File: src/hdl/oxc_pkg.sv
// shared types and constants for the order crossover child builder
package oxc_pkg;

  localparam int CITY_W         = 6;
  localparam int COUNT_W        = 7;
  localparam int MODE_W         = 2;
  localparam int CITY_SPACE     = 64;
  localparam int MAX_CITIES_DEF = 64;

  localparam int IN_TDATA_W  = 24;
  localparam int OUT_TDATA_W = 16;

  localparam logic [COUNT_W-1:0] CITY_COUNT_RST = 7'd64;

  localparam int QDEPTH = 4;
  localparam int QPTR_W = 2;
  localparam int QCNT_W = 3;

  localparam logic [MODE_W-1:0] MODE_LOAD_FIRST  = 2'd0;
  localparam logic [MODE_W-1:0] MODE_LOAD_SECOND = 2'd1;
  localparam logic [MODE_W-1:0] MODE_BUILD       = 2'd2;

  typedef enum logic [1:0] {
    CMD_LOAD_FIRST  = 2'd0,
    CMD_LOAD_SECOND = 2'd1,
    CMD_BUILD       = 2'd2
  } cmd_t;

  // a: position or clamped cut start, b: city or clamped cut end, n: tour length
  typedef struct packed {
    cmd_t                kind;
    logic [CITY_W-1:0]   a;
    logic [CITY_W-1:0]   b;
    logic [COUNT_W-1:0]  n;
  } q_entry_t;

endpackage

File: src/hdl/order_crossover_child.sv
// top level of the order crossover child builder
//
//   channel  | direction | contents
//   in_      | slave     | tuser: mode; tdata: position, city, cut_start, cut_end
//   out_     | master    | tdata: child_position, child_city; tlast: last
//   cfg_     | write     | city_count
//
// a load is written to its parent memory as the builder pops it; the queue lets the front keep taking loads meanwhile.
// a build of N cities with a segment of L entries does a copy and a fill walk over the
// parent memories, then emits N outputs at one per clock while the output is not stalled.
// throughput is set by the single child memory write port and the sequential walks.
// reset is synchronous and active low; it empties the queue and clears city_count to 64.
// a stalled output holds its transaction; the builder takes the next command once idle.
module order_crossover_child #(
  parameter int MaxCities = oxc_pkg::MAX_CITIES_DEF
) (
  input  logic                            clk,
  input  logic                            rst_n,
  input  logic                            cfg_wr_en,
  input  logic [oxc_pkg::COUNT_W-1:0]     cfg_wr_data,
  input  logic                            in_tvalid,
  output logic                            in_tready,
  input  logic [oxc_pkg::MODE_W-1:0]      in_tuser,   // mode
  input  logic [oxc_pkg::IN_TDATA_W-1:0]  in_tdata,   // position, city, cut_start, cut_end
  output logic                            out_tvalid,
  input  logic                            out_tready,
  output logic [oxc_pkg::OUT_TDATA_W-1:0] out_tdata,  // child_position, child_city
  output logic                            out_tlast
);

  logic              push;
  oxc_pkg::q_entry_t push_entry;
  logic              q_full;
  logic              q_pop;
  oxc_pkg::q_entry_t q_entry;
  logic              q_empty;

  oxc_front #(
    .MaxCities (MaxCities)
  ) u_front (
    .clk         (clk),
    .rst_n       (rst_n),
    .cfg_wr_en   (cfg_wr_en),
    .cfg_wr_data (cfg_wr_data),
    .in_tvalid   (in_tvalid),
    .in_tready   (in_tready),
    .in_tuser    (in_tuser),
    .in_tdata    (in_tdata),
    .push        (push),
    .push_entry  (push_entry),
    .q_full      (q_full)
  );

  oxc_queue u_queue (
    .clk        (clk),
    .rst_n      (rst_n),
    .push       (push),
    .push_entry (push_entry),
    .full       (q_full),
    .pop        (q_pop),
    .pop_entry  (q_entry),
    .empty      (q_empty)
  );

  oxc_back #(
    .MaxCities (MaxCities)
  ) u_back (
    .clk        (clk),
    .rst_n      (rst_n),
    .q_empty    (q_empty),
    .q_entry    (q_entry),
    .q_pop      (q_pop),
    .out_tvalid (out_tvalid),
    .out_tready (out_tready),
    .out_tdata  (out_tdata),
    .out_tlast  (out_tlast)
  );

endmodule

File: src/hdl/oxc_front.sv
// front end: holds city_count, classifies transactions and clamps cut points
module oxc_front #(
  parameter int MaxCities = oxc_pkg::MAX_CITIES_DEF
) (
  input  logic                           clk,
  input  logic                           rst_n,
  input  logic                           cfg_wr_en,
  input  logic [oxc_pkg::COUNT_W-1:0]    cfg_wr_data,
  input  logic                           in_tvalid,
  output logic                           in_tready,
  input  logic [oxc_pkg::MODE_W-1:0]     in_tuser,
  input  logic [oxc_pkg::IN_TDATA_W-1:0] in_tdata,
  output logic                           push,
  output oxc_pkg::q_entry_t              push_entry,
  input  logic                           q_full
);

  logic [oxc_pkg::COUNT_W-1:0] city_count_r;
  logic [oxc_pkg::COUNT_W-1:0] n_eff;
  logic [oxc_pkg::COUNT_W-1:0] n_m1;
  logic [oxc_pkg::CITY_W-1:0]  pos;
  logic [oxc_pkg::CITY_W-1:0]  city;
  logic [oxc_pkg::CITY_W-1:0]  cut_s;
  logic [oxc_pkg::CITY_W-1:0]  cut_e;
  logic                        pos_ok;
  logic                        keep;

  always_ff @(posedge clk) begin
    if (!rst_n) begin
      city_count_r <= oxc_pkg::CITY_COUNT_RST;
    end else if (cfg_wr_en) begin
      city_count_r <= cfg_wr_data;
    end
  end

  assign pos   = in_tdata[5:0];
  assign city  = in_tdata[11:6];
  assign cut_s = in_tdata[17:12];
  assign cut_e = in_tdata[23:18];

  always_comb begin
    if (city_count_r == '0) begin
      n_eff = 7'd1;
    end else if (city_count_r > oxc_pkg::COUNT_W'(MaxCities)) begin
      n_eff = oxc_pkg::COUNT_W'(MaxCities);
    end else begin
      n_eff = city_count_r;
    end
  end

  assign n_m1   = n_eff - 7'd1;
  assign pos_ok = {1'b0, pos} < oxc_pkg::COUNT_W'(MaxCities);

  always_comb begin
    push_entry.n = n_eff;
    keep         = 1'b0;
    case (in_tuser)
      oxc_pkg::MODE_LOAD_FIRST: begin
        push_entry.kind = oxc_pkg::CMD_LOAD_FIRST;
        push_entry.a    = pos;
        push_entry.b    = city;
        keep            = pos_ok;
      end
      oxc_pkg::MODE_LOAD_SECOND: begin
        push_entry.kind = oxc_pkg::CMD_LOAD_SECOND;
        push_entry.a    = pos;
        push_entry.b    = city;
        keep            = pos_ok;
      end
      oxc_pkg::MODE_BUILD: begin
        push_entry.kind = oxc_pkg::CMD_BUILD;
        push_entry.a    = ({1'b0, cut_s} > n_m1) ? n_m1[5:0] : cut_s;
        push_entry.b    = ({1'b0, cut_e} > n_m1) ? n_m1[5:0] : cut_e;
        keep            = 1'b1;
      end
      default: begin
        // unused mode is taken and dropped
        push_entry.kind = oxc_pkg::CMD_BUILD;
        push_entry.a    = pos;
        push_entry.b    = city;
        keep            = 1'b0;
      end
    endcase
  end

  assign in_tready = !q_full;
  assign push      = in_tvalid && in_tready && keep;

endmodule

File: src/hdl/oxc_queue.sv
// short command queue between the front end and the builder
module oxc_queue (
  input  logic              clk,
  input  logic              rst_n,
  input  logic              push,
  input  oxc_pkg::q_entry_t push_entry,
  output logic              full,
  input  logic              pop,
  output oxc_pkg::q_entry_t pop_entry,
  output logic              empty
);

  oxc_pkg::q_entry_t                slot_r [oxc_pkg::QDEPTH];
  logic [oxc_pkg::QPTR_W-1:0]       wr_ptr_r;
  logic [oxc_pkg::QPTR_W-1:0]       rd_ptr_r;
  logic [oxc_pkg::QCNT_W-1:0]       cnt_r;
  logic [oxc_pkg::QCNT_W-1:0]       cnt_nxt;

  assign full      = cnt_r == oxc_pkg::QCNT_W'(oxc_pkg::QDEPTH);
  assign empty     = cnt_r == '0;
  assign pop_entry = slot_r[rd_ptr_r];

  always_comb begin
    cnt_nxt = cnt_r;
    if (push && !pop) begin
      cnt_nxt = cnt_r + 3'd1;
    end else if (pop && !push) begin
      cnt_nxt = cnt_r - 3'd1;
    end
  end

  always_ff @(posedge clk) begin
    if (!rst_n) begin
      wr_ptr_r <= '0;
      rd_ptr_r <= '0;
      cnt_r    <= '0;
    end else begin
      if (push) begin
        wr_ptr_r <= wr_ptr_r + 2'd1;
      end
      if (pop) begin
        rd_ptr_r <= rd_ptr_r + 2'd1;
      end
      cnt_r <= cnt_nxt;
    end
  end

  always_ff @(posedge clk) begin
    if (push) begin
      slot_r[wr_ptr_r] <= push_entry;
    end
  end

endmodule

File: src/hdl/oxc_back.sv
// builder: parent tour memories, segment copy, fill walk and child emission
module oxc_back #(
  parameter int MaxCities = oxc_pkg::MAX_CITIES_DEF
) (
  input  logic                            clk,
  input  logic                            rst_n,
  input  logic                            q_empty,
  input  oxc_pkg::q_entry_t               q_entry,
  output logic                            q_pop,
  output logic                            out_tvalid,
  input  logic                            out_tready,
  output logic [oxc_pkg::OUT_TDATA_W-1:0] out_tdata,
  output logic                            out_tlast
);

  localparam int AW = $clog2(MaxCities);
  localparam int CW = $clog2(MaxCities + 1);

  typedef enum logic [2:0] {
    ST_IDLE,
    ST_SEG,
    ST_FILL,
    ST_DRAIN,
    ST_EMIT
  } state_t;

  state_t                       state_r;
  logic [CW-1:0]                n_r;
  logic [AW-1:0]                e_r;
  logic [CW-1:0]                idx_r;
  logic [CW-1:0]                idx_inc;
  logic [AW-1:0]                cur_r;
  logic [CW-1:0]                cur_inc;

  logic [oxc_pkg::CITY_W-1:0]   fp_mem [MaxCities];
  logic [oxc_pkg::CITY_W-1:0]   sp_mem [MaxCities];
  logic [oxc_pkg::CITY_W-1:0]   child_mem [MaxCities];
  logic [oxc_pkg::CITY_W-1:0]   fp_rdata_r;
  logic [oxc_pkg::CITY_W-1:0]   sp_rdata_r;
  logic [oxc_pkg::CITY_W-1:0]   child_rdata_r;
  logic [oxc_pkg::CITY_SPACE-1:0] taken_r;
  logic [MaxCities-1:0]         written_r;

  logic                         seg_vld_r;
  logic [AW-1:0]                seg_idx_r;
  logic                         fill_vld_r;

  logic                         wr_en;
  logic [AW-1:0]                wr_addr;
  logic [oxc_pkg::CITY_W-1:0]   wr_data;

  logic                         advance;
  logic                         issue_emit;
  logic                         p_vld_r;
  logic [AW-1:0]                p_idx_r;
  logic                         p_last_r;
  logic                         p_wr_r;
  logic                         out_valid_r;
  logic [oxc_pkg::CITY_W-1:0]   out_pos_r;
  logic [oxc_pkg::CITY_W-1:0]   out_city_r;
  logic                         out_last_r;

  logic                         start_build;

  assign q_pop       = (state_r == ST_IDLE) && !q_empty;
  assign start_build = q_pop && (q_entry.kind == oxc_pkg::CMD_BUILD);
  assign idx_inc     = idx_r + CW'(1);
  assign cur_inc     = CW'(cur_r) + CW'(1);
  assign advance     = !out_valid_r || out_tready;
  assign issue_emit  = (state_r == ST_EMIT) && advance;

  // segment entries win the single write port; the fill walk only writes untaken cities
  assign wr_en   = seg_vld_r || (fill_vld_r && !taken_r[sp_rdata_r]);
  assign wr_addr = seg_vld_r ? seg_idx_r : cur_r;
  assign wr_data = seg_vld_r ? fp_rdata_r : sp_rdata_r;

  always_ff @(posedge clk) begin
    if (!rst_n) begin
      state_r     <= ST_IDLE;
      seg_vld_r   <= 1'b0;
      fill_vld_r  <= 1'b0;
      p_vld_r     <= 1'b0;
      out_valid_r <= 1'b0;
    end else begin
      seg_vld_r  <= state_r == ST_SEG;
      fill_vld_r <= state_r == ST_FILL;
      seg_idx_r  <= idx_r[AW-1:0];
      if (fill_vld_r && !taken_r[sp_rdata_r]) begin
        cur_r <= (cur_inc == n_r) ? '0 : cur_inc[AW-1:0];
      end
      case (state_r)
        ST_IDLE: begin
          if (start_build) begin
            n_r   <= q_entry.n[CW-1:0];
            e_r   <= q_entry.b[AW-1:0];
            cur_r <= q_entry.b[AW-1:0];
            if (q_entry.a < q_entry.b) begin
              idx_r   <= CW'(q_entry.a);
              state_r <= ST_SEG;
            end else begin
              idx_r   <= '0;
              state_r <= ST_FILL;
            end
          end
        end
        ST_SEG: begin
          if (idx_inc == CW'(e_r)) begin
            idx_r   <= '0;
            state_r <= ST_FILL;
          end else begin
            idx_r <= idx_inc;
          end
        end
        ST_FILL: begin
          idx_r <= idx_inc;
          if (idx_inc == n_r) begin
            state_r <= ST_DRAIN;
          end
        end
        ST_DRAIN: begin
          // last fill write lands here before the child is read back
          idx_r   <= '0;
          state_r <= ST_EMIT;
        end
        ST_EMIT: begin
          if (advance) begin
            idx_r <= idx_inc;
            if (idx_inc == n_r) begin
              state_r <= ST_IDLE;
            end
          end
        end
        default: begin
          state_r <= ST_IDLE;
        end
      endcase
      if (advance) begin
        p_vld_r     <= issue_emit;
        p_idx_r     <= idx_r[AW-1:0];
        p_last_r    <= idx_inc == n_r;
        p_wr_r      <= written_r[idx_r[AW-1:0]];
        out_valid_r <= p_vld_r;
        out_pos_r   <= oxc_pkg::CITY_W'(p_idx_r);
        out_city_r  <= p_wr_r ? child_rdata_r : '0;
        out_last_r  <= p_last_r;
      end
    end
  end

  always_ff @(posedge clk) begin
    if (!rst_n) begin
      taken_r   <= '0;
      written_r <= '0;
    end else if (start_build) begin
      taken_r   <= '0;
      written_r <= '0;
    end else begin
      if (seg_vld_r) begin
        taken_r[fp_rdata_r] <= 1'b1;
      end
      if (wr_en) begin
        written_r[wr_addr] <= 1'b1;
      end
    end
  end

  always_ff @(posedge clk) begin
    if (q_pop && (q_entry.kind == oxc_pkg::CMD_LOAD_FIRST)) begin
      fp_mem[q_entry.a[AW-1:0]] <= q_entry.b;
    end
    fp_rdata_r <= fp_mem[idx_r[AW-1:0]];
  end

  always_ff @(posedge clk) begin
    if (q_pop && (q_entry.kind == oxc_pkg::CMD_LOAD_SECOND)) begin
      sp_mem[q_entry.a[AW-1:0]] <= q_entry.b;
    end
    sp_rdata_r <= sp_mem[idx_r[AW-1:0]];
  end

  always_ff @(posedge clk) begin
    if (wr_en) begin
      child_mem[wr_addr] <= wr_data;
    end
    if (issue_emit) begin
      child_rdata_r <= child_mem[idx_r[AW-1:0]];
    end
  end

  assign out_tvalid = out_valid_r;
  assign out_tdata  = {{(oxc_pkg::OUT_TDATA_W - 2 * oxc_pkg::CITY_W){1'b0}},
                       out_city_r, out_pos_r};
  assign out_tlast  = out_last_r;

  a_one_write_source: assert property (@(posedge clk) disable iff (!rst_n)
    !(seg_vld_r && fill_vld_r))
    else $error("segment and fill writes overlap");

  a_emit_after_build: assert property (@(posedge clk) disable iff (!rst_n)
    (state_r == ST_EMIT) |-> (!seg_vld_r && !fill_vld_r))
    else $error("child read back while writes still pending");

  a_fill_in_range: assert property (@(posedge clk) disable iff (!rst_n)
    (state_r == ST_FILL) |-> (CW'(cur_r) < n_r))
    else $error("fill position beyond tour length");

  a_stall_keeps_entry: assert property (@(posedge clk) disable iff (!rst_n)
    (p_vld_r && !advance) |=> p_vld_r)
    else $error("read stage dropped an entry under stall");

endmodule

File: config.mk
export PLATFORM = sky130hd
export DESIGN_NAME = order_crossover_child
export DESIGN_NICKNAME = d
export VERILOG_FILES = /design/src/hdl/oxc_pkg.sv /design/src/hdl/order_crossover_child.sv /design/src/hdl/oxc_front.sv /design/src/hdl/oxc_queue.sv /design/src/hdl/oxc_back.sv
export SDC_FILE = /design/constraint.sdc
export NUM_CORES = 2
export LEC_CHECK = 0
export BUFFER_PORTS_ARGS = -buffer_cell sky130_fd_sc_hd__buf_2
export CORE_ASPECT_RATIO = 0.8
export CORE_MARGIN = 2
export CORE_UTILIZATION = 54
export DETAILED_ROUTE_END_ITERATION = 8
export GPL_TIMING_DRIVEN = 1
export PLACE_DENSITY = 0.76
export SLEW_MARGIN = 20
export SYNTH_ARGS = -nofsm -noshare
export SYNTH_HDL_FRONTEND = slang
export SYNTH_SLANG_ARGS = --single-unit
File: constraint.sdc
create_clock -name clk -period 4.95 [get_ports clk]
set_input_delay 0.2475 -clock clk [delete_from_list [all_inputs] [get_ports clk]]
set_output_delay 0.2475 -clock clk [all_outputs]
set_load 0.02 [all_outputs]
==> flow_summary.yaml <==
yosys:
  ys_dominant_reg_cell: "edfxtp_1"
  synthCells: 2898
  async_flop_share_pct: 0
  syn_area_per_cell_um2: 19.9
  synth-edff-count: 1295
  synth_cell_types: 73
  synth-seq-cells: 1458
  yosysWarningCount: 0
  yosysSeqAreaShare_pct: 73.3
  synth_area_mm2: 0.0575
cts:
  worstSkewPairLatency_ns: 0.79
  cts_num_sinks: 1458
  cts.path.max_buffers: 3
  cts-buffers-inserted: 136
  clkTransAtPathRegs_ns: 0.06
  cts_tree: "done"
  cts.repair.resized: 0
  cts.htree.levels: 4
  clockRootBuffer: "clkbuf_16"
setup_path:
  worst-setup-path-type: "flip-flop to flip-flop"
  cp-end-kind: "flip-flop"
  cp.arrival_ns: 5.05
  start_kind: "flip-flop"
  cp_max_fo: 8
  critPathRequiredTime_ns: 5.47
cells_and_area:
  fin_cells: 4525
  area_delta_synth_final_pct: 11.7
  final_nets: 3057
  finish.instance_area_mm2: 0.0643
  postLayoutCoreUtil_pct: 60.6
  drive_above_1_share_pct: 24.6
floorplanning:
  num_rows: 107
  die_y_um: 296
  start_util_pct: 54.3
  ios: 57
  die_w_um: 369
  coreArea_mm2: 0.106
  die_area_mm2: 0.109
placed_design:
  place_congestion: 0.897
  post-place-ws_ns: 0.484
  dpl.hpwl_mm: 77.8
  dpl_cell_area_mm2: 0.0595
  placedCellCount: 4247
  portBuffers: 52
detailed_routing:
  routed-via-count: 29866
  wl_per_cell_um: 29.2
  viasPerCell: 6.60
  wirelength_mm: 132
  drt-initial-drc-count: 4120
  drt_pass1_iterations: 6
  postRouteAntennaNets: 0
  post-route-drc-count: 0
power:
  p_total_mw: 35.4
  powerDensity_mw_per_mm2: 551
  ir_worst_vdd_mv: 0.489
  power.leakage_nw: 20.2
grt:
  grt_antenna_before_repair: 3
  grt_use_total_pct: 24.8
  grt_overflow: 0
  grt_max_degree: 127
  grt_pass1_wl_mm: 199
  grt_pass1_vias: 29970
timing:
  period_needed_ns: 4.53
  finalCritPeriodShare_pct: 91.5
  hold_slack_ns: 0.0433
  final_max_slew_viol_count: 0
  rsz0062_at_grt: "no"
  fin_ws_ns: 0.423
  max_freq_mhz: 221
  final.setup.tns_ns: 0
  tightest_slew_ns: 1.18
  finalClockSkew_ns: 0.0482
  setup_violations: 0
  slew-limit-headroom_pct: 21.5
  hold_viol: 0
status:
  status: "completed"
min_path:
  min_path_type: "input pin to flip-flop"
job:
  maxCapViolCount: 0
[worst max-delay path, cell delays in order, from the launching register on]
cell	delay, ns
dfxtp_1	0.46
nor4_1	0.13
nor2b_1	0.15
o21ai_0	0.59
inv_1	0.21
nor2_1	0.17
xor2_1	0.29
inv_1	0.11
ha_1	0.30
o21ai_0	0.08
a32oi_1	0.08
maj3_1	0.34
a222oi_1	0.80
mux2i_1	0.16
o21ai_0	0.43
[final cells by class]
class	count	area [µm²]
flip-flops and latches	1458	42200
well taps	1417	1770
fillers	7131	41800
clock inverters	79	897
clock buffers	166	3580
diodes	1	2.50
inverters	30	113
multi-input cells	1235	14700
repair buffers	139	1100
[path summary, 6_finish.rpt]
path                                             start                               to  slack [ns]  cells past startpoint
setup reg to reg  u_front.city_count_r[2]$_SDFFE_PN0P_  u_queue.slot_r[1][16]$_DFFE_PP_        0.42                     14
hold / removal                            in_tdata[10]  u_queue.slot_r[3][11]$_DFFE_PP_        0.04                      3
setup / recovery  u_front.city_count_r[2]$_SDFFE_PN0P_  u_queue.slot_r[1][16]$_DFFE_PP_        0.42                     14
hold reg to reg            u_back.p_idx_r[5]$_DFFE_PP_    u_back.out_pos_r[5]$_DFFE_PP_        0.41                      0
[logic make-up (layout without fill, tap and decap cells)]
kind of cell               Yosys count  count (layout)  share of synthesized area (%)
AOI/OAI and AO/OA                  235             235                           3.00
xor gates and xnor gates            33              33                          0.576
adders and majority gates           21              21                          0.461
buffers and inverters              208             414                           1.45
DFF                               1458            1458                           73.3
muxes                              463             463                           17.6
other                                1               5                        0.00652
and+or+nand+nor                    479             479                           3.69
[sequential cells by signal, indices dropped and copies added, names as in the netlist, 7 cells and up, named ones only]
name	count
u_front.city_count_r	7
u_back.written_r	64
u_back.n_r	7
u_back.idx_r	7
u_back.fp_mem	384
u_queue.slot_r	84
u_back.taken_r	64
u_back.sp_mem	384
u_back.child_mem	384
[report_power, final]
group / internal, mW / total [mW] / switching, mW
logic: 3.35 / 9.12 / 5.77
registers: 15.3 / 15.8 / 0.463
clock network: 5.82 / 10.5 / 4.67
total: 24.5 / 35.4 / 10.9
[cells in the mapped netlist (13+ instances only)]
| cell type | n | share of area (%) |
|---|---|---|
| a21oi_1 | 76 | 0.66 |
| a32o_1 | 64 | 1.1 |
| and2_1 | 14 | 0.15 |
| buf_1 | 42 | 0.27 |
| clkbuf_1 | 119 | 0.78 |
| dfxtp_1 | 163 | 5.7 |
| edfxtp_1 | 1295 | 68 |
| ha_1 | 18 | 0.39 |
| inv_1 | 30 | 0.20 |
| mux2i_1 | 17 | 0.30 |
| mux4_2 | 436 | 17 |
| nand2_1 | 66 | 0.43 |
| nand2b_1 | 13 | 0.14 |
| nor2_1 | 257 | 1.7 |
| nor2b_1 | 18 | 0.20 |
| nor3_1 | 70 | 0.61 |
| o21ai_0 | 27 | 0.23 |
| xnor2_1 | 13 | 0.20 |
| xor2_1 | 17 | 0.26 |
[what timing repair did]
item | 4_1_cts | 5_1_grt
buffers inserted | 0 | 1
hold buffers | 31 | 0
hold endpoints to repair | 74 | 0
endpoints found under the setup margin | 0 | 12
[routing by layer]
metal | global-route usage [%] | vias up | share of wire (%)
li1 | - | 12116 | -
met1 | 35.6 | 15638 | 39
met2 | 39.1 | 1874 | 48
met5 | 0 | - | 0.021
met4 | 7.69 | 4 | 2.6
met3 | 4.89 | 234 | 9.7
[layout by cell type, fill, tap and decap left out, types with 8 or more instances in the layout]
master,n
xnor2_1,13
and2_1,10
buf_4,47
o21ai_0,26
nor2b_1,18
clkbuf_1,26
dfxtp_1,162
clkbuf_16,138
xor2_1,17
a32o_1,64
clkinv_2,20
bufinv_16,11
inv_1,30
nand2b_1,13
buf_2,52
buf_12,8
nand2_1,65
clkinv_1,27
mux4_2,430
a21oi_1,75
mux2i_1,17
mux2_2,10
nor2_1,256
nand3_1,8
ha_1,18
edfxtp_1,1295
dlygate4sd3_1,31
nor3_1,70
Note: power is estimated with default switching activity, not from simulation.
